File: src/hw/rtl/assert_macros.svh
// Assertion macros shared by the envelope generator RTL.
`ifndef ASSERT_MACROS_SVH
`define ASSERT_MACROS_SVH

// Clocked property check, disabled while reset is asserted.
`define ADSR_ASSERT(lbl, prop, msg) \
  lbl: assert property (@(posedge clk_i) disable iff (!rst_ni) prop) else $error(msg);

// Clocked property check that also holds during reset.
`define ADSR_ASSERT_ALWAYS(lbl, prop, msg) \
  lbl: assert property (@(posedge clk_i) prop) else $error(msg);

`endif

File: src/hw/rtl/adsr_pkg.sv
// Package: widths, register map and state types of the ADSR envelope generator.
`default_nettype none

package adsr_pkg;

  // Default field widths
  localparam int unsigned AMP_BITS_DEF = 16;
  localparam int unsigned LEN_BITS_DEF = 24;

  // APB address width: six 32-bit registers at 4-byte spacing
  localparam int unsigned PADDR_W = 5;
  localparam int unsigned PDATA_W = 32;

  // Register indexes (paddr[4:2])
  localparam logic [2:0] REG_PEAK    = 3'd0;
  localparam logic [2:0] REG_SUSTAIN = 3'd1;
  localparam logic [2:0] REG_ATTACK  = 3'd2;
  localparam logic [2:0] REG_DECAY   = 3'd3;
  localparam logic [2:0] REG_RELEASE = 3'd4;
  localparam logic [2:0] REG_TOTAL   = 3'd5;

  // Top-level sequencer
  typedef enum logic [1:0] {
    ST_IDLE,
    ST_SEG,
    ST_CALC,
    ST_DONE
  } state_e;

  // Serial multiply/divide unit
  typedef enum logic [1:0] {
    MD_IDLE,
    MD_MUL,
    MD_DIV,
    MD_DONE
  } md_phase_e;

endpackage

`default_nettype wire

File: src/hw/rtl/adsr_muldiv.sv
// Bit-serial unit: quot = (mplier * mcand) / divisor, shift-add then restoring divide.
`default_nettype none
`include "assert_macros.svh"

module adsr_muldiv #(
  parameter int unsigned AMP_BITS = adsr_pkg::AMP_BITS_DEF,
  parameter int unsigned LEN_BITS = adsr_pkg::LEN_BITS_DEF
) (
  input  logic                clk_i,
  input  logic                rst_ni,
  input  logic                start_i,
  input  logic [AMP_BITS-1:0] mplier_i,
  input  logic [LEN_BITS-1:0] mcand_i,
  input  logic [LEN_BITS-1:0] divisor_i,
  output logic                done_o,
  output logic [AMP_BITS-1:0] quot_o
);

  localparam int unsigned W     = AMP_BITS + LEN_BITS;
  localparam int unsigned CNT_W = $clog2(AMP_BITS);
  localparam logic [CNT_W-1:0] CNT_LAST = CNT_W'(AMP_BITS - 1);

  adsr_pkg::md_phase_e phase_q, phase_d;
  logic [CNT_W-1:0]    cnt_q, cnt_d;
  logic [AMP_BITS-1:0] mpl_q, mpl_d;
  logic [LEN_BITS-1:0] mcand_q, mcand_d;
  logic [LEN_BITS-1:0] div_q, div_d;
  logic [W-1:0]        acc_q, acc_d;

  // Divide step: remainder sits in the top LEN_BITS, quotient shifts in at the bottom
  logic [LEN_BITS:0]   trial;
  logic [LEN_BITS:0]   diff;
  logic                ge;

  assign trial = {acc_q[W-1:AMP_BITS], acc_q[AMP_BITS-1]};
  assign diff  = trial - {1'b0, div_q};
  assign ge    = trial >= {1'b0, div_q};

  // Control registers
  always_ff @(posedge clk_i or negedge rst_ni) begin
    if (!rst_ni) begin
      phase_q <= adsr_pkg::MD_IDLE;
      cnt_q   <= '0;
    end else begin
      phase_q <= phase_d;
      cnt_q   <= cnt_d;
    end
  end

  // Datapath registers
  always_ff @(posedge clk_i) begin
    mpl_q   <= mpl_d;
    mcand_q <= mcand_d;
    div_q   <= div_d;
    acc_q   <= acc_d;
  end

  // Sequencing and one bit step per cycle
  always_comb begin
    phase_d = phase_q;
    cnt_d   = cnt_q;
    mpl_d   = mpl_q;
    mcand_d = mcand_q;
    div_d   = div_q;
    acc_d   = acc_q;
    done_o  = 1'b0;
    unique case (phase_q)
      adsr_pkg::MD_IDLE: begin
        if (start_i) begin
          mpl_d   = mplier_i;
          mcand_d = mcand_i;
          div_d   = divisor_i;
          acc_d   = '0;
          cnt_d   = CNT_LAST;
          phase_d = adsr_pkg::MD_MUL;
        end
      end
      adsr_pkg::MD_MUL: begin
        // multiplier MSB first
        acc_d = {acc_q[W-2:0], 1'b0} + (mpl_q[AMP_BITS-1] ? W'(mcand_q) : W'(0));
        mpl_d = {mpl_q[AMP_BITS-2:0], 1'b0};
        cnt_d = cnt_q - 1'b1;
        if (cnt_q == '0) begin
          cnt_d   = CNT_LAST;
          phase_d = adsr_pkg::MD_DIV;
        end
      end
      adsr_pkg::MD_DIV: begin
        // remainder stays below divisor, so the difference fits LEN_BITS
        acc_d = {(ge ? diff[LEN_BITS-1:0] : trial[LEN_BITS-1:0]),
                 acc_q[AMP_BITS-2:0], ge};
        cnt_d = cnt_q - 1'b1;
        if (cnt_q == '0) begin
          phase_d = adsr_pkg::MD_DONE;
        end
      end
      adsr_pkg::MD_DONE: begin
        done_o  = 1'b1;
        phase_d = adsr_pkg::MD_IDLE;
      end
    endcase
  end

  assign quot_o = acc_q[AMP_BITS-1:0];

  `ADSR_ASSERT(a_md_start_idle, start_i |-> phase_q == adsr_pkg::MD_IDLE, "muldiv started while busy")
  `ADSR_ASSERT(a_md_done_once, done_o |=> phase_q == adsr_pkg::MD_IDLE, "muldiv done not followed by idle")
  `ADSR_ASSERT(a_md_div_after_mul, $rose(phase_q == adsr_pkg::MD_DIV) |-> $past(phase_q == adsr_pkg::MD_MUL), "divide entered without multiply")

endmodule

`default_nettype wire

File: src/hw/rtl/adsr_envelope_generator.sv
// Top level of the linear ADSR envelope generator with APB register port.
//
//   channel | direction | handshake               | word
//   --------+-----------+-------------------------+-------------------------------
//   in      | input     | in_valid_i / in_stall_o | tick_i
//   out     | output    | out_valid_o / out_stall_i | amplitude_o, last_o, status_o
//   cfg     | input     | psel/penable/pwrite     | paddr, pwdata (prdata on reads)
//
// A ramp word goes through segment pick, AMP_BITS shift-add and AMP_BITS divide steps in
// adsr_muldiv, its done state, output load and idle before the next word is accepted.
// Flat and error words skip adsr_muldiv and go from segment pick straight to output load.
// Reset loads the register defaults and clears the sample counter; no clearing pass.
// A stalled result stays in the output register; the next word is taken and worked
// on meanwhile, and waits in the finish state until the output register frees.
`default_nettype none
`include "assert_macros.svh"

module adsr_envelope_generator #(
  parameter int unsigned AMP_BITS = adsr_pkg::AMP_BITS_DEF,
  parameter int unsigned LEN_BITS = adsr_pkg::LEN_BITS_DEF
) (
  input  logic                         clk_i,
  input  logic                         rst_ni,
  // input channel
  input  logic                         in_valid_i,
  output logic                         in_stall_o,
  input  logic                         tick_i,
  // output channel
  output logic                         out_valid_o,
  input  logic                         out_stall_i,
  output logic [AMP_BITS-1:0]          amplitude_o,
  output logic                         last_o,
  output logic                         status_o,
  // APB register port
  input  logic                         psel,
  input  logic                         penable,
  input  logic                         pwrite,
  input  logic [adsr_pkg::PADDR_W-1:0] paddr,
  input  logic [adsr_pkg::PDATA_W-1:0] pwdata,
  output logic [adsr_pkg::PDATA_W-1:0] prdata,
  output logic                         pready
);

  localparam int unsigned SW = LEN_BITS + 2;

  // Configuration registers
  logic [AMP_BITS-1:0] peak_q, sustain_q;
  logic [LEN_BITS-1:0] att_q, dec_q, rel_q, tot_q;
  logic                wr_en;

  assign pready = 1'b1;
  assign wr_en  = psel & penable & pwrite;

  always_ff @(posedge clk_i or negedge rst_ni) begin
    if (!rst_ni) begin
      peak_q    <= '1;
      sustain_q <= {1'b1, {(AMP_BITS-1){1'b0}}};
      att_q     <= '0;
      dec_q     <= '0;
      rel_q     <= '0;
      tot_q     <= LEN_BITS'(1);
    end else if (wr_en) begin
      unique case (paddr[4:2])
        adsr_pkg::REG_PEAK:    peak_q    <= pwdata[AMP_BITS-1:0];
        adsr_pkg::REG_SUSTAIN: sustain_q <= pwdata[AMP_BITS-1:0];
        adsr_pkg::REG_ATTACK:  att_q     <= pwdata[LEN_BITS-1:0];
        adsr_pkg::REG_DECAY:   dec_q     <= pwdata[LEN_BITS-1:0];
        adsr_pkg::REG_RELEASE: rel_q     <= pwdata[LEN_BITS-1:0];
        adsr_pkg::REG_TOTAL:   tot_q     <= pwdata[LEN_BITS-1:0];
        default: ;
      endcase
    end
  end

  // Register readback
  always_comb begin
    unique case (paddr[4:2])
      adsr_pkg::REG_PEAK:    prdata = adsr_pkg::PDATA_W'(peak_q);
      adsr_pkg::REG_SUSTAIN: prdata = adsr_pkg::PDATA_W'(sustain_q);
      adsr_pkg::REG_ATTACK:  prdata = adsr_pkg::PDATA_W'(att_q);
      adsr_pkg::REG_DECAY:   prdata = adsr_pkg::PDATA_W'(dec_q);
      adsr_pkg::REG_RELEASE: prdata = adsr_pkg::PDATA_W'(rel_q);
      adsr_pkg::REG_TOTAL:   prdata = adsr_pkg::PDATA_W'(tot_q);
      default:               prdata = '0;
    endcase
  end

  // Sequencer and working registers
  adsr_pkg::state_e    state_q, state_d;
  logic [LEN_BITS-1:0] sample_q, sample_d;
  logic [LEN_BITS-1:0] idx_q, idx_d;
  logic [LEN_BITS-1:0] tlen_q, tlen_d;
  logic [LEN_BITS:0]   ad_q, ad_d;
  logic                last_q, last_d;
  logic [AMP_BITS-1:0] start_q, start_d;
  logic                neg_q, neg_d;
  logic [AMP_BITS-1:0] res_q, res_d;
  logic                err_q, err_d;
  logic                out_valid_q, out_valid_d;
  logic [AMP_BITS-1:0] amp_q, amp_d;
  logic                olast_q, olast_d;
  logic                status_q, status_d;

  // Position of the new sample
  logic [LEN_BITS-1:0] tlen_w, idx_w;
  logic                is_last_w;

  assign tlen_w    = (tot_q == '0) ? LEN_BITS'(1) : tot_q;
  assign idx_w     = (sample_q < tlen_w) ? sample_q : '0;
  assign is_last_w = idx_w == (tlen_w - 1'b1);

  // Segment decode from the latched position
  logic [SW-1:0]       sum_w;
  logic                err_w, in_att_w, in_dec_w, in_rel_w;
  logic [LEN_BITS-1:0] rel_start_w, off_w, len_w;
  logic [AMP_BITS-1:0] seg_start_w, seg_end_w, diff_w;
  logic                flat_w;

  assign sum_w       = SW'(ad_q) + SW'(rel_q);
  assign err_w       = sum_w > SW'(tlen_q);
  assign rel_start_w = tlen_q - rel_q;
  assign in_att_w    = idx_q < att_q;
  assign in_dec_w    = {1'b0, idx_q} < ad_q;
  assign in_rel_w    = idx_q >= rel_start_w;

  always_comb begin
    seg_start_w = sustain_q;
    seg_end_w   = sustain_q;
    off_w       = '0;
    len_w       = rel_q;
    flat_w      = 1'b0;
    if (in_att_w) begin
      seg_start_w = '0;
      seg_end_w   = peak_q;
      off_w       = idx_q;
      len_w       = att_q;
    end else if (in_dec_w) begin
      seg_start_w = peak_q;
      seg_end_w   = sustain_q;
      off_w       = idx_q - att_q;
      len_w       = dec_q;
    end else if (in_rel_w) begin
      seg_start_w = sustain_q;
      seg_end_w   = '0;
      off_w       = idx_q - rel_start_w;
      len_w       = rel_q;
    end else begin
      flat_w = 1'b1;
    end
    diff_w = (seg_end_w >= seg_start_w) ? (seg_end_w - seg_start_w)
                                        : (seg_start_w - seg_end_w);
  end

  // Serial multiply/divide for ramp samples
  logic                md_start, md_done;
  logic [AMP_BITS-1:0] md_quot;

  adsr_muldiv #(
    .AMP_BITS (AMP_BITS),
    .LEN_BITS (LEN_BITS)
  ) u_muldiv (
    .clk_i     (clk_i),
    .rst_ni    (rst_ni),
    .start_i   (md_start),
    .mplier_i  (diff_w),
    .mcand_i   (off_w),
    .divisor_i (len_w),
    .done_o    (md_done),
    .quot_o    (md_quot)
  );

  // Control registers
  always_ff @(posedge clk_i or negedge rst_ni) begin
    if (!rst_ni) begin
      state_q     <= adsr_pkg::ST_IDLE;
      sample_q    <= '0;
      out_valid_q <= 1'b0;
    end else begin
      state_q     <= state_d;
      sample_q    <= sample_d;
      out_valid_q <= out_valid_d;
    end
  end

  // Payload registers
  always_ff @(posedge clk_i) begin
    idx_q    <= idx_d;
    tlen_q   <= tlen_d;
    ad_q     <= ad_d;
    last_q   <= last_d;
    start_q  <= start_d;
    neg_q    <= neg_d;
    res_q    <= res_d;
    err_q    <= err_d;
    amp_q    <= amp_d;
    olast_q  <= olast_d;
    status_q <= status_d;
  end

  // Next state and datapath control
  always_comb begin
    state_d     = state_q;
    sample_d    = sample_q;
    idx_d       = idx_q;
    tlen_d      = tlen_q;
    ad_d        = ad_q;
    last_d      = last_q;
    start_d     = start_q;
    neg_d       = neg_q;
    res_d       = res_q;
    err_d       = err_q;
    amp_d       = amp_q;
    olast_d     = olast_q;
    status_d    = status_q;
    out_valid_d = out_valid_q & out_stall_i;
    md_start    = 1'b0;
    in_stall_o  = 1'b1;
    unique case (state_q)
      adsr_pkg::ST_IDLE: begin
        in_stall_o = 1'b0;
        // a word with tick low yields nothing
        if (in_valid_i && tick_i) begin
          idx_d    = idx_w;
          tlen_d   = tlen_w;
          ad_d     = {1'b0, att_q} + {1'b0, dec_q};
          last_d   = is_last_w;
          sample_d = is_last_w ? '0 : (idx_w + 1'b1);
          state_d  = adsr_pkg::ST_SEG;
        end
      end
      adsr_pkg::ST_SEG: begin
        err_d   = err_w;
        start_d = seg_start_w;
        neg_d   = seg_end_w < seg_start_w;
        if (err_w || flat_w) begin
          res_d   = err_w ? '0 : sustain_q;
          state_d = adsr_pkg::ST_DONE;
        end else begin
          md_start = 1'b1;
          state_d  = adsr_pkg::ST_CALC;
        end
      end
      adsr_pkg::ST_CALC: begin
        if (md_done) begin
          res_d   = neg_q ? (start_q - md_quot) : (start_q + md_quot);
          state_d = adsr_pkg::ST_DONE;
        end
      end
      adsr_pkg::ST_DONE: begin
        // hand over once the output register is free or being taken
        if (!out_valid_q || !out_stall_i) begin
          amp_d       = res_q;
          olast_d     = last_q;
          status_d    = err_q;
          out_valid_d = 1'b1;
          state_d     = adsr_pkg::ST_IDLE;
        end
      end
    endcase
  end

  assign out_valid_o = out_valid_q;
  assign amplitude_o = amp_q;
  assign last_o      = olast_q;
  assign status_o    = status_q;

  `ADSR_ASSERT(a_out_from_done, $rose(out_valid_q) |-> $past(state_q == adsr_pkg::ST_DONE), "result appeared outside finish state")
  `ADSR_ASSERT(a_err_zero, out_valid_q && status_q |-> amp_q == '0, "error sample with nonzero amplitude")
  `ADSR_ASSERT(a_md_in_calc, md_done |-> state_q == adsr_pkg::ST_CALC, "muldiv finished outside calc state")

endmodule

`default_nettype wire

File: config.mk
export PLATFORM = sky130hd
export DESIGN_NAME = adsr_envelope_generator
export DESIGN_NICKNAME = d
export VERILOG_FILES = /design/src/hw/rtl/adsr_pkg.sv /design/src/hw/rtl/adsr_muldiv.sv /design/src/hw/rtl/adsr_envelope_generator.sv
export VERILOG_INCLUDE_DIRS = /design/src /design/src/hw/rtl
export SDC_FILE = /design/constraint.sdc
export NUM_CORES = 1
export LEC_CHECK = 0
export BUFFER_PORTS_ARGS = -buffer_cell sky130_fd_sc_hd__buf_2
export CAP_MARGIN = 25
export CORE_MARGIN = 2
export CORE_UTILIZATION = 25
export CTS_CLUSTER_DIAMETER = 40
export CTS_CLUSTER_SIZE = 40
export DETAILED_ROUTE_END_ITERATION = 12
export MAX_ROUTING_LAYER = met4
export RECOVER_POWER = 25
export SETUP_SLACK_MARGIN = 0.02
export SLEW_MARGIN = 10
export SYNTH_ARGS = -nofsm -noshare
export SYNTH_HDL_FRONTEND = slang
export SYNTH_SLANG_ARGS = --single-unit
File: constraint.sdc
create_clock -name clk_i -period 8.5 [get_ports clk_i]
set_input_delay 0.85 -clock clk_i [delete_from_list [all_inputs] [get_ports clk_i]]
set_output_delay 0.85 -clock clk_i [all_outputs]
set_load 0.01 [all_outputs]
==> summary by stage, run 1 <==
Status
The run finished, with violations left. The final reports fail on capacitance limit, slew limit.

Place
The final weighted congestion of routability-driven global placement is 0.9356. The total instance count after detailed placement is 4923. The placement-stage cell area is 32900 um^2. The minimum setup slack after placement is 0.1510 ns. The estimated wirelength of the detail-placed design is 77580 um. During placement, the flow inserted port buffers numbering 78.

Synthesis
The post-synthesis instance area is 30510 um^2. Synthesis produced 3298 cells. The number of enable-type register cells in the synthesized netlist is 230. The total number of yosys warnings is 0.

Yosys attributes the largest share of cell area to sky130_fd_sc_hd__edfxtp_1 23%, sky130_fd_sc_hd__ha_1 12%, sky130_fd_sc_hd__dfrtp_1 12%. After synthesis, the mean cell area works out to 9.250 um^2. The synthesized design devotes to its leading area cell type 22.64% of total area. In the synthesized netlist the async set-or-reset flop fraction comes to 41.18%.

The leading register cell type out of synthesis is sky130_fd_sc_hd__edfxtp_1. sky130_fd_sc_hd__edfxtp_1 takes more of the synthesized area than any other cell. In this run, distinct cell masters in the synthesized netlist total 94. Synthesis inferred 391 register bits. The fraction of the yosys area taken by sequential cells is 35.92%.

Pwr
The largest voltage drop on the vdd net is 184.2 uV. In this run the static leakage power is 15.26 nW. The share of total power dissipated in sequential elements is 25.4%. Combinational logic burns 49.2% of the power.

The proportion of power drawn by the clock network is 25.4%. Net switching is 41.96% of the power. For this design the total switching power over the nets is 5.633 mW. The power density of the placed cells is 374.0 nW/um^2.

The completed layout was analyzed and its total power is 13.42 mW. The internal portion of the total power is 7.791 mW.

Cells and area
The multi-input logic area is 18110 um^2. The final net count is 3739. The area taken by flip-flops and latches is 10960 um^2.

The final design instance area without fill is 35890 um^2. From synthesis to final layout, the design area changed by 17.66%. The share of cells above drive strength 1 is 12.67%. The count of non-filler cells in the finished layout is 5082.

0 antenna diodes ended up in the layout. The utilization of the core after routing is 29.57%. The total of fill cells in the finished design is 12891.

Timing
The count of final max-slew check failures came to 196. The worst slew slack as a fraction of its limit is -95.15%. The clock period minus worst slack is 8.007 ns.

The summed negative setup slack over all endpoints is 0 ns. The worst clock skew is 0.05198 ns. Setup violations remaining at the end of the flow were counted as 0. The maximum clock frequency is 124.9 MHz. After layout, the worst path uses 94.20% of the clock period.

The tightest hold margin is 0.4157 ns. The number of failing hold endpoints at the final stage is 0. The pin slew with the least headroom to its limit is 2.927 ns.

The post-route worst setup slack is 0.4928 ns.

Clock network
The clock slew at the register clock pins of the worst setup and hold paths is 0.05 ns. No sink is reached through more buffers than the 3 on the longest clock path. Counting every sink on the clock net gives 391. The clock reaches the later pin of the worst-skew pair after 0.66 ns. The root buffer cell is sky130_fd_sc_hd__clkbuf_16. The clock tree synthesis step divided the H-tree into 3 levels. The number of buffers inserted by hold repair at cts is 0. The clock tree from TritonCTS is built. The number of clock buffers added by TritonCTS is 83.

Detailed routing
The count of nets left with antenna violations once routing finished came out at 0. Dividing the detail-routed via count by the number of cells gives 5.073. The first detailed-routing pass took 5 iterations.

Detailed routing inserted a total of 25779 vias. The average wire length per cell after detail routing is 19.61 um. For this block, the initial DRC count from the detailed router was 2083.

The DRC violations left is 0. The total wire length is 99670 um.

Floorplanning
The total area inside the core boundary comes to 121400 um^2. The total number of placement rows is 128. The area enclosed by the die boundary is 124800 um^2. For this configuration, the core starts out at a cell density of 25.13%. The vertical die dimension is 353.3 um. The die boundary width is 353.3 um. The number of primary I/O pins is 98.

GRT
The wire length of the first global-routing pass is 149900 um. The overall overflow remaining after global route is 0. The number of global-route vias before repair was 24950. The global-route usage over all layers is 15.93%. The number of antenna violations at the first check in global routing is 8.

The maximum number of pins on one net before global-route repair is 75.

Setup path
STA classifies the critical path startpoint as a flip-flop. STA puts the critical path data arrival time at 8.39 ns. The worst stage delay on the critical path is 0.41 ns. At the worst endpoint, the required time is 8.89 ns. The most numerous cell on the critical path is sky130_fd_sc_hd__a21o_1. The cell at the slowest stage of the critical path is sky130_fd_sc_hd__fa_1.

Counting both buffers and inverters, the worst setup path holds a total of 7. The largest delay contributor family on the critical path is compound AO/OA/AOI/OAI gates. The category of the most critical setup path is flip-flop to flip-flop.

The maximum fanout along the worst path is 12. The slack of the worst reg-to-reg path is 0.49 ns. The worst setup path is captured at a flip-flop.

Hold path
The type of the most critical hold path is flip-flop to flip-flop.

Run
Max-cap violations in this run came to 6.
## power by group through the flow
stage | logic [mW] | registers [mW] | clock network, mW
after global routing | 7.35 | 3.47 | 3.55
after global placement | 6.44 | 3.41 | 0
final | 6.61 | 3.41 | 3.41
after CTS | 6.55 | 3.39 | 3.46
after detailed placement | 6.50 | 3.42 | 0
after floorplan | 4.93 | 3.17 | 0
## layout make-up
cell class	count	area share [%]
clock inverter	58	2.130
sequential	391	30.53
multi-input combinational	2513	50.46
clock buffer	97	6.107
tap	1625	5.664
timing repair buffer	142	2.433
inverter	256	2.681
## cells by family (layout without fill, tap and decap cells)
group,Yosys count,in the layout,synth area share [%]
XOR/XNOR,213,213,6.205
buffers and inverters,401,553,5.172
multiplexers,146,146,5.118
AO/OA/AOI/OAI,925,925,19.83
other,2,9,0.02462
flip-flops,391,391,35.92
AND/OR/NAND/NOR,913,913,14.90
adder cells (fa/ha/maj),307,307,12.84
## registers in the layout, indices dropped and copies added, names as in the netlist, 24 cells and up
register and cells:
u_muldiv.div_q 24, tot_q 24, dec_q 24, u_muldiv.mcand_q 24
tlen_q 24, att_q 24, ad_q 25, sample_q 24
u_muldiv.acc_q 40, idx_q 24, rel_q 24
## path summary, 6_finish.rpt
kind	start	to	depth (start not counted)
worst min register to register	res_q[12]$_DFFE_PP_	amplitude_o[12]$_DFFE_PP_	0
worst min-delay path	res_q[12]$_DFFE_PP_	amplitude_o[12]$_DFFE_PP_	0
worst max register to register	tlen_q[0]$_DFFE_PP_	u_muldiv.mpl_q[12]$_DFFE_PP_	42
worst max-delay path	tlen_q[0]$_DFFE_PP_	u_muldiv.mpl_q[12]$_DFFE_PP_	42
min in group asynchronous	rst_ni	sample_q[2]$_DFFE_PN0P_	1
max in group asynchronous	rst_ni	rel_q[23]$_DFFE_PN0P_	3
## cell usage after synthesis, drive strengths merged, types with 28 or more instances
library cell	n
dfrtp	143
a21o	85
nand2	284
a21oi	193
nand4	38
xor2	77
clkbuf	118
and2	47
nor2b	50
edfxtp	230
xnor2	134
o21ai	271
nor3	65
nor2	180
nand2b	39
o21a	28
o22ai	28
mux2	80
mux2i	66
a22oi	32
nand3	74
inv	253
or3	34
ha	297
## worst reg2reg max path, delay by kind of cell (launching register included)
kind	cells	cell delay, ns
AND/OR/NAND/NOR	3	0.27
AO/OA/AOI/OAI	24	4.42
multiplexers	1	0.16
XOR/XNOR	2	0.36
buffers and inverters	7	0.84
flip-flops	1	0.40
adder cells (fa/ha/maj)	5	1.31
## timing repair
item                                    in CTS  in global routing
resized for setup                            0                  8
setup buffers                                0                  0
endpoints found under the setup margin       0                 14
## layer usage
layer	GRT usage [%]	share of wire [%]
met2	24.82	45
met4	5.643	3.3
met3	1.948	6.2
met1	21.22	46
met5	-	0
## cells in the final DEF, fill, tap and decap left out, types with 52 or more instances in the layout
cell,instances
sky130_fd_sc_hd__a21o_1,85
sky130_fd_sc_hd__a21oi_1,185
sky130_fd_sc_hd__buf_2,77
sky130_fd_sc_hd__buf_4,52
sky130_fd_sc_hd__clkbuf_16,85
sky130_fd_sc_hd__dfrtp_1,143
sky130_fd_sc_hd__edfxtp_1,230
sky130_fd_sc_hd__ha_1,297
sky130_fd_sc_hd__inv_1,252
sky130_fd_sc_hd__mux2_2,77
sky130_fd_sc_hd__mux2i_1,65
sky130_fd_sc_hd__nand2_1,283
sky130_fd_sc_hd__nand3_1,74
sky130_fd_sc_hd__nor2_1,174
sky130_fd_sc_hd__nor3_1,60
sky130_fd_sc_hd__o21ai_0,248
sky130_fd_sc_hd__xnor2_1,134
sky130_fd_sc_hd__xor2_1,77
Power figures use the tool's default switching activity.
==> run 2: changes to the inputs <==
CTS_BUF_LIST = sky130_fd_sc_hd__clkbuf_8   (was not set)
==> run 2 against run 1 <==
The flow still finishes with violations (capacitance limit, slew limit); die area unchanged; worst hold slack lost 0.076 ns; combinational power barely moved; count of clock-buffer cells in the layout down 11; global-route usage is 0.090 points lower; wire length shrank 0.56%; sequential share of layout area increased by 0.89 points; critical path depth fell by 1; utilization down 0.83 points; critical path type unchanged; highest routed layer unchanged.
==> summary by stage, run 2 (synthesis gave the netlist of run 1 again) <==
Status
Outcome: complete, but fails checks (unchanged). Failing checks: capacitance limit, slew limit (unchanged).

Hold path
The start point of the worst hold path is out_stall_i (was res_q[12]$_DFFE_PP_). The endpoint of the worst hold path was out_valid_o$_DFF_PN0_ (was amplitude_o[12]$_DFFE_PP_). The type of the most critical hold path is input port to flip-flop (was flip-flop to flip-flop).

The number of cells traversed by the worst hold path was 2 (was 0).

Floorplanning
The vertical die dimension is 353.3 um (unchanged). The die boundary width is 353.3 um (unchanged). The area enclosed by the die boundary is 124800 um^2 (unchanged). The starting density of the core is 25.13% (unchanged).

The floorplan core area was 121400 um^2 (unchanged). The total number of placement rows is 128 (unchanged). The number of primary I/O pins is 98 (unchanged).

Cells and area
The layout-stage area growth over the synthesis result is 14.33% (was 17.66%). Largest registers ranked by flip-flop count: u_muldiv.acc_q (40), ad_q (25) (unchanged). The flip-flop count of the largest register, all copies and words added was 40 (unchanged).

The leading cell type in the layout, fill and taps excluded is sky130_fd_sc_hd__ha_1 (unchanged). The final net count was 3738 (was 3739). Leading cell types in the layout, fill and taps excluded: 297 x sky130_fd_sc_hd__ha_1, 283 x sky130_fd_sc_hd__nand2_1, 262 x sky130_fd_sc_hd__inv_1 (was 297 x sky130_fd_sc_hd__ha_1, 283 x sky130_fd_sc_hd__nand2_1, 252 x sky130_fd_sc_hd__inv_1). The share of cells above drive strength 1 was 12.67% (about the same). The largest register by flop count is u_muldiv.acc_q (unchanged).

Pwr
The power density of the placed cells came to 355.1 nW/um^2 (was 374.0 nW/um^2). The proportion of power drawn by the clock network is 19.3% (was 25.4%). The part of the power in combinational logic is 53.3% (was 49.2%). The internal cell power is 6.931 mW (was 7.791 mW). The total net switching power is 5.455 mW (was 5.633 mW). The switching power as a share of total power came to 44.04% (was 41.96%). The largest voltage drop on the vdd net is 155.7 uV (was 184.2 uV). The portion of total power attributed to sequential cells came to 27.5% (was 25.4%). The leakage power summed over all cells is 14.85 nW (was 15.26 nW).

Setup path
The launch point of the worst path is tlen_q[0]$_DFFE_PP_ (unchanged). The maximum fanout along the worst path came to 12 (unchanged). The cell at the slowest stage of the critical path was sky130_fd_sc_hd__fa_1 (unchanged). The data arrival time of the critical path is 8.48 ns (was 8.39 ns). The path depth of the worst reg2reg path is 41 (was 42). The worst stage delay on the critical path is 0.41 ns (about the same). The critical path required time is 8.97 ns (was 8.89 ns). The slack of the worst reg-to-reg path is 0.49 ns (about the same). The kind of launch point of the worst setup path is a flip-flop (unchanged). The category of the most critical setup path is flip-flop to flip-flop (unchanged). The nature of the critical path endpoint is a flip-flop (unchanged). The worst reg2reg path startpoint is tlen_q[0]$_DFFE_PP_ (unchanged). The end of the worst register-to-register path is u_muldiv.mpl_q[12]$_DFFE_PP_ (unchanged).

GRT
The number of global-route vias before repair came to 24822 (was 24950). The global-route usage over all layers came to 15.84% (was 15.93%). The number of antenna violations at the first check in global routing came to 9 (was 8).

The overall overflow remaining after global route was 0 (unchanged). The maximum number of pins on one net before global-route repair is 75 (unchanged). The global-route track usage on met2 is 24.45% (was 24.82%). The wire length of the first global-routing pass is 149100 um (was 149900 um). The global-route met3 utilization came to 1.938% (was 1.948%). The most congested layer reported by global routing was met2 (unchanged).

The met1 track utilization from global routing came to 21.16% (was 21.22%).

Timing
The worst clock skew came to 0.07205 ns (was 0.05198 ns). The pin slew with the least headroom to its limit came to 3.912 ns (was 2.927 ns). The clock period minus worst slack is 8.006 ns (was 8.007 ns). The number of failing hold endpoints at the final stage was 0 (unchanged). The tightest hold margin came to 0.3399 ns (was 0.4157 ns). The count of final max-slew check failures is 144 (was 196). The summed negative setup slack over all endpoints was 0 ns (unchanged). The worst slew slack as a fraction of its limit is -160.8% (was -95.15%).

The maximum clock frequency is 124.9 MHz (about the same). The share of the clock period used by the worst path was 94.19% (was 94.20%). The final count of negative-setup-slack endpoints is 0 (unchanged).

Clock network
The clock net sink count was 391 (unchanged). The number of instances resized during post-cts repair came to 0 (unchanged). The clock slew at the register clock pins of the worst setup and hold paths came to 0.07 ns (was 0.05 ns). The total number of H-tree levels is 3 (unchanged).

The maximum root-to-sink buffer count is 3 (unchanged). The number of buffers inserted by hold repair at cts came to 0 (unchanged). The clock latency of the later-clocked register in the worst-skew pair is 0.74 ns (was 0.66 ns). The root buffer cell is sky130_fd_sc_hd__clkbuf_8 (was sky130_fd_sc_hd__clkbuf_16). The number of buffers created by CTS came to 83 (unchanged).

The clock tree from TritonCTS is built (unchanged). The number of buffers inserted to repair setup after CTS is 0 (unchanged).

Place
The final weighted congestion of routability-driven global placement came to 0.9356 (unchanged). The quantity of I/O buffers inserted on ports is 78 (unchanged). The estimated wirelength of the detail-placed design is 77580 um (unchanged).

Detailed routing
The average wire length per cell after detail routing came to 19.50 um (was 19.61 um). The iteration count of the initial detailed-routing pass is 5 (unchanged). The detailed-route vias per instance was 5.056 (was 5.073). The total vias in the final route came to 25698 (was 25779). The DRC violations left is 0 (unchanged).

The violation count after the first detailed-routing iteration was 2320 (was 2083). The number of nets still failing antenna checks after routing is 0 (unchanged). The total wire length is 99100 um (was 99670 um).

Run
The number of violations of the max-capacitance limit was 3 (was 6).
## run 2: power by group through the flow
stage / sequential (mW) / combinational, mW / clock [mW]
after floorplan: 3.17 / 4.93 / 0
after detailed placement: 3.42 / 6.50 / 0
after CTS: 3.39 / 6.55 / 2.44
after global routing: 3.46 / 7.35 / 2.53
final: 3.40 / 6.60 / 2.39
after global placement: 3.41 / 6.44 / 0
## run 2: how the worst max path moves through the flow
| stage | slack (ns) | depth (start not counted) | endpoint |
|---|---|---|---|
| finish | 0.49 | 41 | u_muldiv.mpl_q[12]$_DFFE_PP_ |
| CTS | 0.11 | 41 | u_muldiv.mpl_q[12]$_DFFE_PP_ |
| detailed placement | 0.15 | 42 | u_muldiv.mpl_q[12]$_DFFE_PP_ |
| floorplan | 0.60 | 40 | u_muldiv.mpl_q[13]$_DFFE_PP_ |
| global route | -0.006 | 42 | u_muldiv.mpl_q[9]$_DFFE_PP_ |
| global placement | 0.11 | 40 | u_muldiv.mpl_q[12]$_DFFE_PP_ |
## run 2: final cells by class
| class | instances | area (um^2) |
|---|---|---|
| Fill cell | 12991 | 86520 |
| Clock buffer | 86 | 1184 |
| Timing Repair Buffer | 141 | 873.3 |
| Sequential cell | 391 | 10960 |
| Inverter | 256 | 962.2 |
| Multi-Input combinational cell | 2513 | 18100 |
| Clock inverter | 69 | 760.7 |
| Antenna cell | 2 | 5.005 |
| Tap cell | 1625 | 2033 |
## run 2: per-stage QoR
| stage | total power [mW] | utilization [%] | cells | cell area [um^2] | setup WS, ns |
|---|---|---|---|---|---|
| floorplan | 8.096 | - | 3305 | 30530 | 0.6012 |
| global placement | 9.841 | 27.10 | 4923 | 32900 | 0.1109 |
| detailed placement | 9.924 | 27.10 | 4923 | 32900 | 0.1510 |
| CTS | 12.37 | 28.71 | 5078 | 34850 | 0.1071 |
| global route | 13.34 | 28.73 | 5083 | 34880 | -0.006295 |
| finish | 12.39 | 28.73 | 5083 | 34880 | 0.4938 |
## run 2: routing by layer
metal	routed length (um)	part of all wire [%]
met2	44330	45
met5	0	0
met4	3431	3.5
met3	6309	6.4
met1	45030	45
## run 2: worst max-delay path: cells and delay by family, from the launching register on
| family | cells | cell delay (ns) |
|---|---|---|
| multiplexers | 1 | 0.16 |
| AND/OR/NAND/NOR | 3 | 0.27 |
| XOR/XNOR | 2 | 0.26 |
| buffers and inverters | 7 | 0.84 |
| flip-flops | 1 | 0.40 |
| AO/OA/AOI/OAI | 23 | 4.37 |
| adder cells (fa/ha/maj) | 5 | 1.46 |
